### config.mk
export PLATFORM = sky130hd
export DESIGN_NAME = nibble_dictionary_packer_core
export DESIGN_NICKNAME = d
export VERILOG_FILES = /design/src/rtl/ndp_pkg.sv /design/src/rtl/ndp_cell.sv /design/src/rtl/nibble_dictionary_packer_core.sv
export SDC_FILE = /design/constraint.sdc
export NUM_CORES = 1
export LEC_CHECK = 0
export ABC_AREA = 0
export ABC_CLOCK_PERIOD_IN_PS = 3650
export BUFFER_PORTS_ARGS = -buffer_cell sky130_fd_sc_hd__buf_2
export CAP_MARGIN = 20
export CORE_MARGIN = 8
export CORE_UTILIZATION = 40
export DETAILED_ROUTE_END_ITERATION = 10
export PLACE_DENSITY = 0.64
export REMOVE_ABC_BUFFERS = 1
export SYNTH_ARGS = -nofsm -noshare
export SYNTH_HDL_FRONTEND = slang
export SYNTH_SLANG_ARGS = --single-unit
export TNS_END_PERCENT = 5
### constraint.sdc
create_clock -name i_clk -period 3.65 [get_ports i_clk]
set_input_delay 0.1825 -clock i_clk [delete_from_list [all_inputs] [get_ports i_clk]]
set_output_delay 0.1825 -clock i_clk [all_outputs]
set_load 0.02 [all_outputs]
### src/rtl/ndp_pkg.sv
package ndp_pkg;

    localparam int DICT_ENTRIES_DEF = 15;
    localparam int NIB_W            = 4;
    localparam int BYTE_W           = 8;
    localparam int FUNC_W           = 3;

    localparam logic [FUNC_W-1:0] FN_LEARN  = 3'd0;
    localparam logic [FUNC_W-1:0] FN_DUMP   = 3'd1;
    localparam logic [FUNC_W-1:0] FN_ENCODE = 3'd2;
    localparam logic [FUNC_W-1:0] FN_FLUSH  = 3'd3;
    localparam logic [FUNC_W-1:0] FN_CLEAR  = 3'd4;

    localparam logic KIND_DICT = 1'b0;
    localparam logic KIND_DATA = 1'b1;

    // Control broadcast from the sequencer to every cell.
    typedef struct packed {
        logic              clear;
        logic              rotate;
        logic              learn;
        logic [NIB_W-1:0]  count;
        logic [BYTE_W-1:0] key;
    } t_cell_ctl;

endpackage

### src/rtl/ndp_cell.sv
module ndp_cell #(
    parameter int IDX = 0
) (
    input  logic                      i_clk,
    input  logic                      i_rst_n,
    input  ndp_pkg::t_cell_ctl        i_ctl,
    input  logic [ndp_pkg::BYTE_W-1:0] i_nb_data,
    input  logic                      i_nb_valid,
    input  logic                      i_hit_acc,
    input  logic [ndp_pkg::NIB_W-1:0]  i_idx_acc,
    output logic [ndp_pkg::BYTE_W-1:0] o_data,
    output logic                      o_valid,
    output logic                      o_hit_acc,
    output logic [ndp_pkg::NIB_W-1:0]  o_idx_acc
);
    import ndp_pkg::*;

    localparam logic [NIB_W-1:0] CELL_IDX = NIB_W'(IDX);

    logic [BYTE_W-1:0] r_data;
    logic              r_valid;
    logic              w_hit;

    // Entries are unique, so at most one cell hits: OR the index along the row.
    assign w_hit     = r_valid && (r_data == i_ctl.key);
    assign o_hit_acc = i_hit_acc | w_hit;
    assign o_idx_acc = i_idx_acc | (w_hit ? CELL_IDX : '0);
    assign o_data    = r_data;
    assign o_valid   = r_valid;

    always_ff @(posedge i_clk) begin
        if (!i_rst_n || i_ctl.clear) begin
            r_data  <= '0;
            r_valid <= 1'b0;
        end else if (i_ctl.rotate) begin
            r_data  <= i_nb_data;
            r_valid <= i_nb_valid;
        end else if (i_ctl.learn && (i_ctl.count == CELL_IDX)) begin
            r_data  <= i_ctl.key;
            r_valid <= 1'b1;
        end
    end

endmodule

### src/rtl/nibble_dictionary_packer_core.sv
// A result word is registered and shown the cycle after its item is accepted; the first
// word of a dump is registered once the sequencer is in its dump state and the output is free.
// Learn, encode, flush and clear items are taken with no busy state, whenever the output is free.
// Dump: the row of cells rotates once per word loaded, DICT_ENTRIES words in all, and the input
// is held off until the last dump word is loaded; each dump word waits on the output.
// Reset (synchronous, active low) empties every cell, the count and the held nibble.
module nibble_dictionary_packer_core #(
    parameter int DICT_ENTRIES = ndp_pkg::DICT_ENTRIES_DEF
) (
    input  logic                        i_clk,
    input  logic                        i_rst_n,
    input  logic                        i_in_valid,
    output logic                        o_in_ready,
    input  logic [ndp_pkg::FUNC_W-1:0]  i_func,
    input  logic [ndp_pkg::BYTE_W-1:0]  i_data_byte,
    output logic                        o_out_valid,
    input  logic                        i_out_ready,
    output logic [ndp_pkg::BYTE_W-1:0]  o_out_byte,
    output logic                        o_out_kind,
    output logic                        o_last_of_run,
    output logic                        o_error_flag
);
    import ndp_pkg::*;

    localparam logic ST_IDLE = 1'b0;
    localparam logic ST_DUMP = 1'b1;

    localparam logic [NIB_W-1:0] FULL_CNT = NIB_W'(DICT_ENTRIES);
    localparam logic [NIB_W-1:0] LAST_CNT = NIB_W'(DICT_ENTRIES - 1);

    // Sequencer state
    logic              r_state,   n_state;
    logic [NIB_W-1:0]  r_count,   n_count;
    logic [NIB_W-1:0]  r_dcnt,    n_dcnt;
    logic              r_pending, n_pending;
    logic [NIB_W-1:0]  r_held,    n_held;
    logic              r_herr,    n_herr;

    // Output register
    logic              r_out_valid, n_out_valid;
    logic [BYTE_W-1:0] r_out_byte,  n_out_byte;
    logic              r_out_kind,  n_out_kind;
    logic              r_out_last,  n_out_last;
    logic              r_out_err,   n_out_err;

    t_cell_ctl         w_ctl;
    logic              w_out_free;
    logic              w_accept;
    logic [NIB_W-1:0]  w_nib;

    // Cell row: data and valid rotate towards cell 0, lookup ORs along the row
    logic [BYTE_W-1:0] w_cdata  [DICT_ENTRIES];
    logic              w_cvalid [DICT_ENTRIES];
    logic              w_hit    [DICT_ENTRIES+1];
    logic [NIB_W-1:0]  w_idx    [DICT_ENTRIES+1];

    assign w_hit[0] = 1'b0;
    assign w_idx[0] = '0;

    for (genvar g = 0; g < DICT_ENTRIES; g++) begin : g_cell
        ndp_cell #(
            .IDX (g)
        ) u_cell (
            .i_clk      (i_clk),
            .i_rst_n    (i_rst_n),
            .i_ctl      (w_ctl),
            .i_nb_data  (w_cdata[(g + 1) % DICT_ENTRIES]),
            .i_nb_valid (w_cvalid[(g + 1) % DICT_ENTRIES]),
            .i_hit_acc  (w_hit[g]),
            .i_idx_acc  (w_idx[g]),
            .o_data     (w_cdata[g]),
            .o_valid    (w_cvalid[g]),
            .o_hit_acc  (w_hit[g+1]),
            .o_idx_acc  (w_idx[g+1])
        );
    end

    // Output is free when empty or when its word is taken this cycle
    assign w_out_free = !r_out_valid || i_out_ready;
    assign o_in_ready = (r_state == ST_IDLE) && w_out_free;
    assign w_accept   = i_in_valid && o_in_ready;

    // Unknown byte encodes as index zero
    assign w_nib = w_hit[DICT_ENTRIES] ? w_idx[DICT_ENTRIES] : '0;

    always_comb begin
        n_state     = r_state;
        n_count     = r_count;
        n_dcnt      = r_dcnt;
        n_pending   = r_pending;
        n_held      = r_held;
        n_herr      = r_herr;
        n_out_valid = r_out_valid && !i_out_ready;
        n_out_byte  = r_out_byte;
        n_out_kind  = r_out_kind;
        n_out_last  = r_out_last;
        n_out_err   = r_out_err;

        w_ctl        = '0;
        w_ctl.count  = r_count;
        w_ctl.key    = i_data_byte;

        unique case (r_state)
            ST_IDLE: begin
                if (w_accept) begin
                    unique case (i_func)
                        FN_LEARN: begin
                            // Known byte: nothing to do. Full: report the byte back.
                            if (!w_hit[DICT_ENTRIES]) begin
                                if (r_count == FULL_CNT) begin
                                    n_out_valid = 1'b1;
                                    n_out_byte  = i_data_byte;
                                    n_out_kind  = KIND_DICT;
                                    n_out_last  = 1'b1;
                                    n_out_err   = 1'b1;
                                end else begin
                                    w_ctl.learn = 1'b1;
                                    n_count     = r_count + 1'b1;
                                end
                            end
                        end
                        FN_DUMP: begin
                            n_state = ST_DUMP;
                            n_dcnt  = '0;
                        end
                        FN_ENCODE: begin
                            if (!r_pending) begin
                                n_pending = 1'b1;
                                n_held    = w_nib;
                                n_herr    = !w_hit[DICT_ENTRIES];
                            end else begin
                                n_out_valid = 1'b1;
                                n_out_byte  = {r_held, w_nib};
                                n_out_kind  = KIND_DATA;
                                n_out_last  = 1'b1;
                                n_out_err   = r_herr || !w_hit[DICT_ENTRIES];
                                n_pending   = 1'b0;
                                n_held      = '0;
                                n_herr      = 1'b0;
                            end
                        end
                        FN_FLUSH: begin
                            // Pad the held nibble with a copy of itself
                            if (r_pending) begin
                                n_out_valid = 1'b1;
                                n_out_byte  = {r_held, r_held};
                                n_out_kind  = KIND_DATA;
                                n_out_last  = 1'b1;
                                n_out_err   = r_herr;
                                n_pending   = 1'b0;
                                n_held      = '0;
                                n_herr      = 1'b0;
                            end
                        end
                        FN_CLEAR: begin
                            w_ctl.clear = 1'b1;
                            n_count     = '0;
                            n_pending   = 1'b0;
                            n_held      = '0;
                            n_herr      = 1'b0;
                        end
                        default: begin
                            // Undefined function codes: drop the word
                        end
                    endcase
                end
            end
            ST_DUMP: begin
                // Emit cell 0 and rotate; after a full turn the row is back in place
                if (w_out_free) begin
                    n_out_valid  = 1'b1;
                    n_out_byte   = w_cvalid[0] ? w_cdata[0] : '0;
                    n_out_kind   = KIND_DICT;
                    n_out_last   = (r_dcnt == LAST_CNT);
                    n_out_err    = 1'b0;
                    w_ctl.rotate = 1'b1;
                    n_dcnt       = r_dcnt + 1'b1;
                    if (r_dcnt == LAST_CNT) begin
                        n_state = ST_IDLE;
                    end
                end
            end
            default: begin
                n_state = ST_IDLE;
            end
        endcase
    end

    always_ff @(posedge i_clk) begin
        if (!i_rst_n) begin
            r_state     <= ST_IDLE;
            r_count     <= '0;
            r_dcnt      <= '0;
            r_pending   <= 1'b0;
            r_held      <= '0;
            r_herr      <= 1'b0;
            r_out_valid <= 1'b0;
        end else begin
            r_state     <= n_state;
            r_count     <= n_count;
            r_dcnt      <= n_dcnt;
            r_pending   <= n_pending;
            r_held      <= n_held;
            r_herr      <= n_herr;
            r_out_valid <= n_out_valid;
        end
    end

    // Payload: hold until replaced by the next word
    always_ff @(posedge i_clk) begin
        r_out_byte <= n_out_byte;
        r_out_kind <= n_out_kind;
        r_out_last <= n_out_last;
        r_out_err  <= n_out_err;
    end

    assign o_out_valid   = r_out_valid;
    assign o_out_byte    = r_out_byte;
    assign o_out_kind    = r_out_kind;
    assign o_last_of_run = r_out_last;
    assign o_error_flag  = r_out_err;

endmodule

==> results_dict.tcl <==
set metrics [dict create \
    path_cells "xnor2_1 -> nand4_1 -> nor3_2 -> nor3_4 -> and2_1 -> nand3_2 -> a211oi_1" \
    viasPerCell 6.01 \
    slew-limit-headroom 0.258 \
    holdPathStages 3 \
    rsz0062_at_grt "no" \
    rows 56 \
    fmax_mhz 325 \
    cp_slowest_cell "and2_1" \
    rr_endpoint "g_cell[1].u_cell.o_data[6]$_SDFFE_PP0P_" \
    ant_nets 0 \
    crit_family "simple AND/OR/NAND/NOR gates" \
    async_flop_share 0 \
    num-nets-final 1175 \
    clkLatencyLatePin_ns 0.44 \
    required_ns 3.98 \
    post_cts_buffers 0 \
    drt-total-wl_mm 30.2 \
    gp_congestion 0.923 \
    min_to "r_pending$_SDFFE_PN0P_" \
    grt.total_usage 0.208 \
    timing.rr.start "g_cell[13].u_cell.o_data[6]$_SDFFE_PP0P_" \
    synth_compound_area_frac 0.256 \
    clockRootBuffer "clkbuf_16" \
    reg2reg_depth 7 \
    cts_resized 0 \
    synth_ff_type "dfxtp_1" \
    clock_skew_ns 0.0110 \
    worstMarginPinSlew_ns 1.11 \
    crit_path_start_kind "flip-flop" \
    synth-edff-count 11 \
    max_stage_delay_ns 0.96 \
    criticalPathCategory "flip-flop to flip-flop" \
    cp_num_buf_inv 0 \
    post-route-period-util 0.843 \
    synth_seq_cells 162 \
    io_pins 28 \
    synth_cell_types 51 \
    synthXorXnorAreaFrac 0.111 \
    die_w_um 171 \
    die-area_mm2 0.0293 \
    ys_seq_area_frac 0.349 \
    grt_max_degree 138 \
    synth_cells 1181 \
    cts-htree-levels 4 \
    cts_sinks 162 \
    finalCriticalPeriod_ns 3.08 \
    yosys.area_share.simple 0.215 \
    drc 0 \
    gr-total-overflow 0 \
    layout_commonest_cell "dfxtp_1" \
    tns_ns 0 \
    cap_violations 0 \
    synth-adder-area-share 0.00781 \
    route.vias.total 8934 \
    worstHoldPathType "input port to flip-flop" \
    grt_pass1_wl_mm 48.6 \
    placeableCoreArea_mm2 0.0235 \
    dr.pass1.iters 5 \
    synth.area.mux_share 0.00416 \
    crit_arrival_ns 3.41 \
    dp_hpwl_mm 19.7 \
    die_h_um 171 \
    final_cell_mix "151 x dfxtp_1, 145 x o21ai_0, 140 x nor2_1" \
    powerDensity_mw_per_mm2 413 \
    syn_to_final_growth_pct 10.2 \
    maxSlewViolCount 0 \
    r2r_slack_ns 0.57 \
    cts-buffers-inserted 17 \
    critPathCaptureType "flip-flop" \
    synth_top_family_by_area "compound AO/OA/AOI/OAI gates" \
    timing.final.hold_violations 0 \
    drtIter0Drc 1102 \
    synth.avg_cell_area_um2 8.14 \
    clk_path_buf_depth 2 \
    port-buffer-count 27 \
    final_cell_area_mm2 0.0106 \
    place_area_mm2 0.00997 \
    ir_drop_mv 0.183 \
    diodes 0 \
    cts_tree "yes" \
    synthesis.area_mm2 0.00962 \
    hold_ws_ns 0.115 \
    layout-drive-gt1-share 0.104 \
    status "finished clean" \
    clk_pin_slew_ns 0.07 \
    initial_core_util 0.408 \
    holdCritStartpoint "i_func[1]" \
    path_max_fanout 20 \
    first_global_vias 8419 \
    final-setup-viol-count 0 \
    cts_hold_buf 0 \
    yosysWarnings 0 \
    wl_per_cell_um 20.3 \
    antenna_found_initial 0 \
    power_leakage_nw 3.64 \
]
==> state kept, by name, summed over array words and instances, names as in the netlist <==
register	count
r_dcnt	4
o_out_byte	8
r_held	4
o_out_valid	1
o_out_kind	1
o_last_of_run	1
r_count	4
o_error_flag	1
r_pending	1
r_state	1
g_cell.u_cell.o_data	120
g_cell.u_cell.o_valid	15
r_herr	1
==> through the flow <==
step / utilization / setup WS (ns) / instances / total power, mW
3_3_place_gp: 0.423 / 0.420 / 1453 / 2.49
2_1_floorplan: - / -2.15 / 1077 / 2.31
6_report: 0.450 / 0.573 / 1486 / 4.37
3_5_place_dp: 0.424 / 0.356 / 1454 / 2.50
4_1_cts: 0.450 / 0.622 / 1486 / 4.38
5_1_grt: 0.450 / 0.424 / 1486 / 4.54
==> cell type report <==
cell class | instances | area, um^2
Inverter | 7 | 26.3
Sequential cell | 162 | 3350
Timing Repair Buffer | 58 | 453
Tap cell | 319 | 399
Fill cell | 2342 | 12900
Multi-Input combinational cell | 908 | 5740
Clock inverter | 10 | 119
Clock buffer | 22 | 505
==> cells by family after synthesis <==
logic type                 Yosys count
AOI/OAI and AO/OA                  366
xor gates and xnor gates           122
adders and majority gates            6
buffers and inverters              111
DFF                                162
muxes                                4
and+or+nand+nor                    410
==> worst min-delay path, cell delays in order <==
cell and delay [ns]:
buf_2 0.16, o21ai_0 0.08, a21boi_0 0.08
==> synth_stat cells (4+ instances only) <==
| cell type | instances | area (um^2) |
|---|---|---|
| clkbuf_1 | 73 | 274 |
| ha_1 | 6 | 75.1 |
| o31ai_1 | 4 | 30.0 |
| and2_1 | 5 | 31.3 |
| o21ai_0 | 145 | 726 |
| a31oi_1 | 7 | 43.8 |
| edfxtp_1 | 11 | 330 |
| buf_4 | 11 | 82.6 |
| mux2i_1 | 4 | 40.0 |
| nor4_1 | 9 | 56.3 |
| xnor2_1 | 109 | 955 |
| inv_1 | 6 | 22.5 |
| nand3_1 | 42 | 210 |
| o211a_1 | 43 | 430 |
| buf_2 | 9 | 45.0 |
| a22oi_1 | 7 | 52.6 |
| nand2b_1 | 14 | 87.6 |
| nand3_2 | 16 | 160 |
| nand2_1 | 32 | 120 |
| a311oi_1 | 4 | 35.0 |
| a21oi_1 | 21 | 105 |
| or4_1 | 5 | 37.5 |
| buf_6 | 7 | 78.8 |
| xor2_1 | 13 | 114 |
| a21boi_0 | 4 | 30.0 |
| o21a_1 | 47 | 353 |
| a21boi_1 | 4 | 30.0 |
| nor2b_1 | 7 | 43.8 |
| o211ai_1 | 6 | 45.0 |
| nand4_1 | 19 | 119 |
| a211oi_1 | 70 | 526 |
| nor2_1 | 141 | 529 |
| nor3_1 | 104 | 521 |
| nor3_2 | 6 | 60.1 |
| dfxtp_1 | 151 | 3020 |
==> layer usage <==
| metal | track usage | wire, um |
|---|---|---|
| met1 | 0.290 | 13700 |
| met2 | 0.318 | 13700 |
| met3 | 0.0410 | 2210 |
| met4 | 0.0631 | 606 |
| met5 | 0 | 0 |
==> worst max-delay path by stage <==
stage / startpoint / to / cells past startpoint
floorplan: r_state$_SDFF_PN0_ / r_dcnt[3]$_SDFFE_PN0P_ / 5
global placement: i_data_byte[6] / g_cell[5].u_cell.o_data[2]$_SDFFE_PP0P_ / 9
detailed placement: i_data_byte[0] / g_cell[13].u_cell.o_data[6]$_SDFFE_PP0P_ / 8
CTS: g_cell[13].u_cell.o_data[6]$_SDFFE_PP0P_ / g_cell[10].u_cell.o_data[1]$_SDFFE_PP0P_ / 7
global route: g_cell[13].u_cell.o_data[6]$_SDFFE_PP0P_ / g_cell[1].u_cell.o_data[4]$_SDFFE_PP0P_ / 7
finish: g_cell[13].u_cell.o_data[6]$_SDFFE_PP0P_ / g_cell[1].u_cell.o_data[6]$_SDFFE_PP0P_ / 7
==> report_power, final <==
part / internal (mW) / switching (mW) / leakage, nW
registers: 1.85 / 0.0702 / 1.32
logic: 0.223 / 0.322 / 2.00
clock network: 1.13 / 0.776 / 0.309
(Power assumes the default switching activity.)
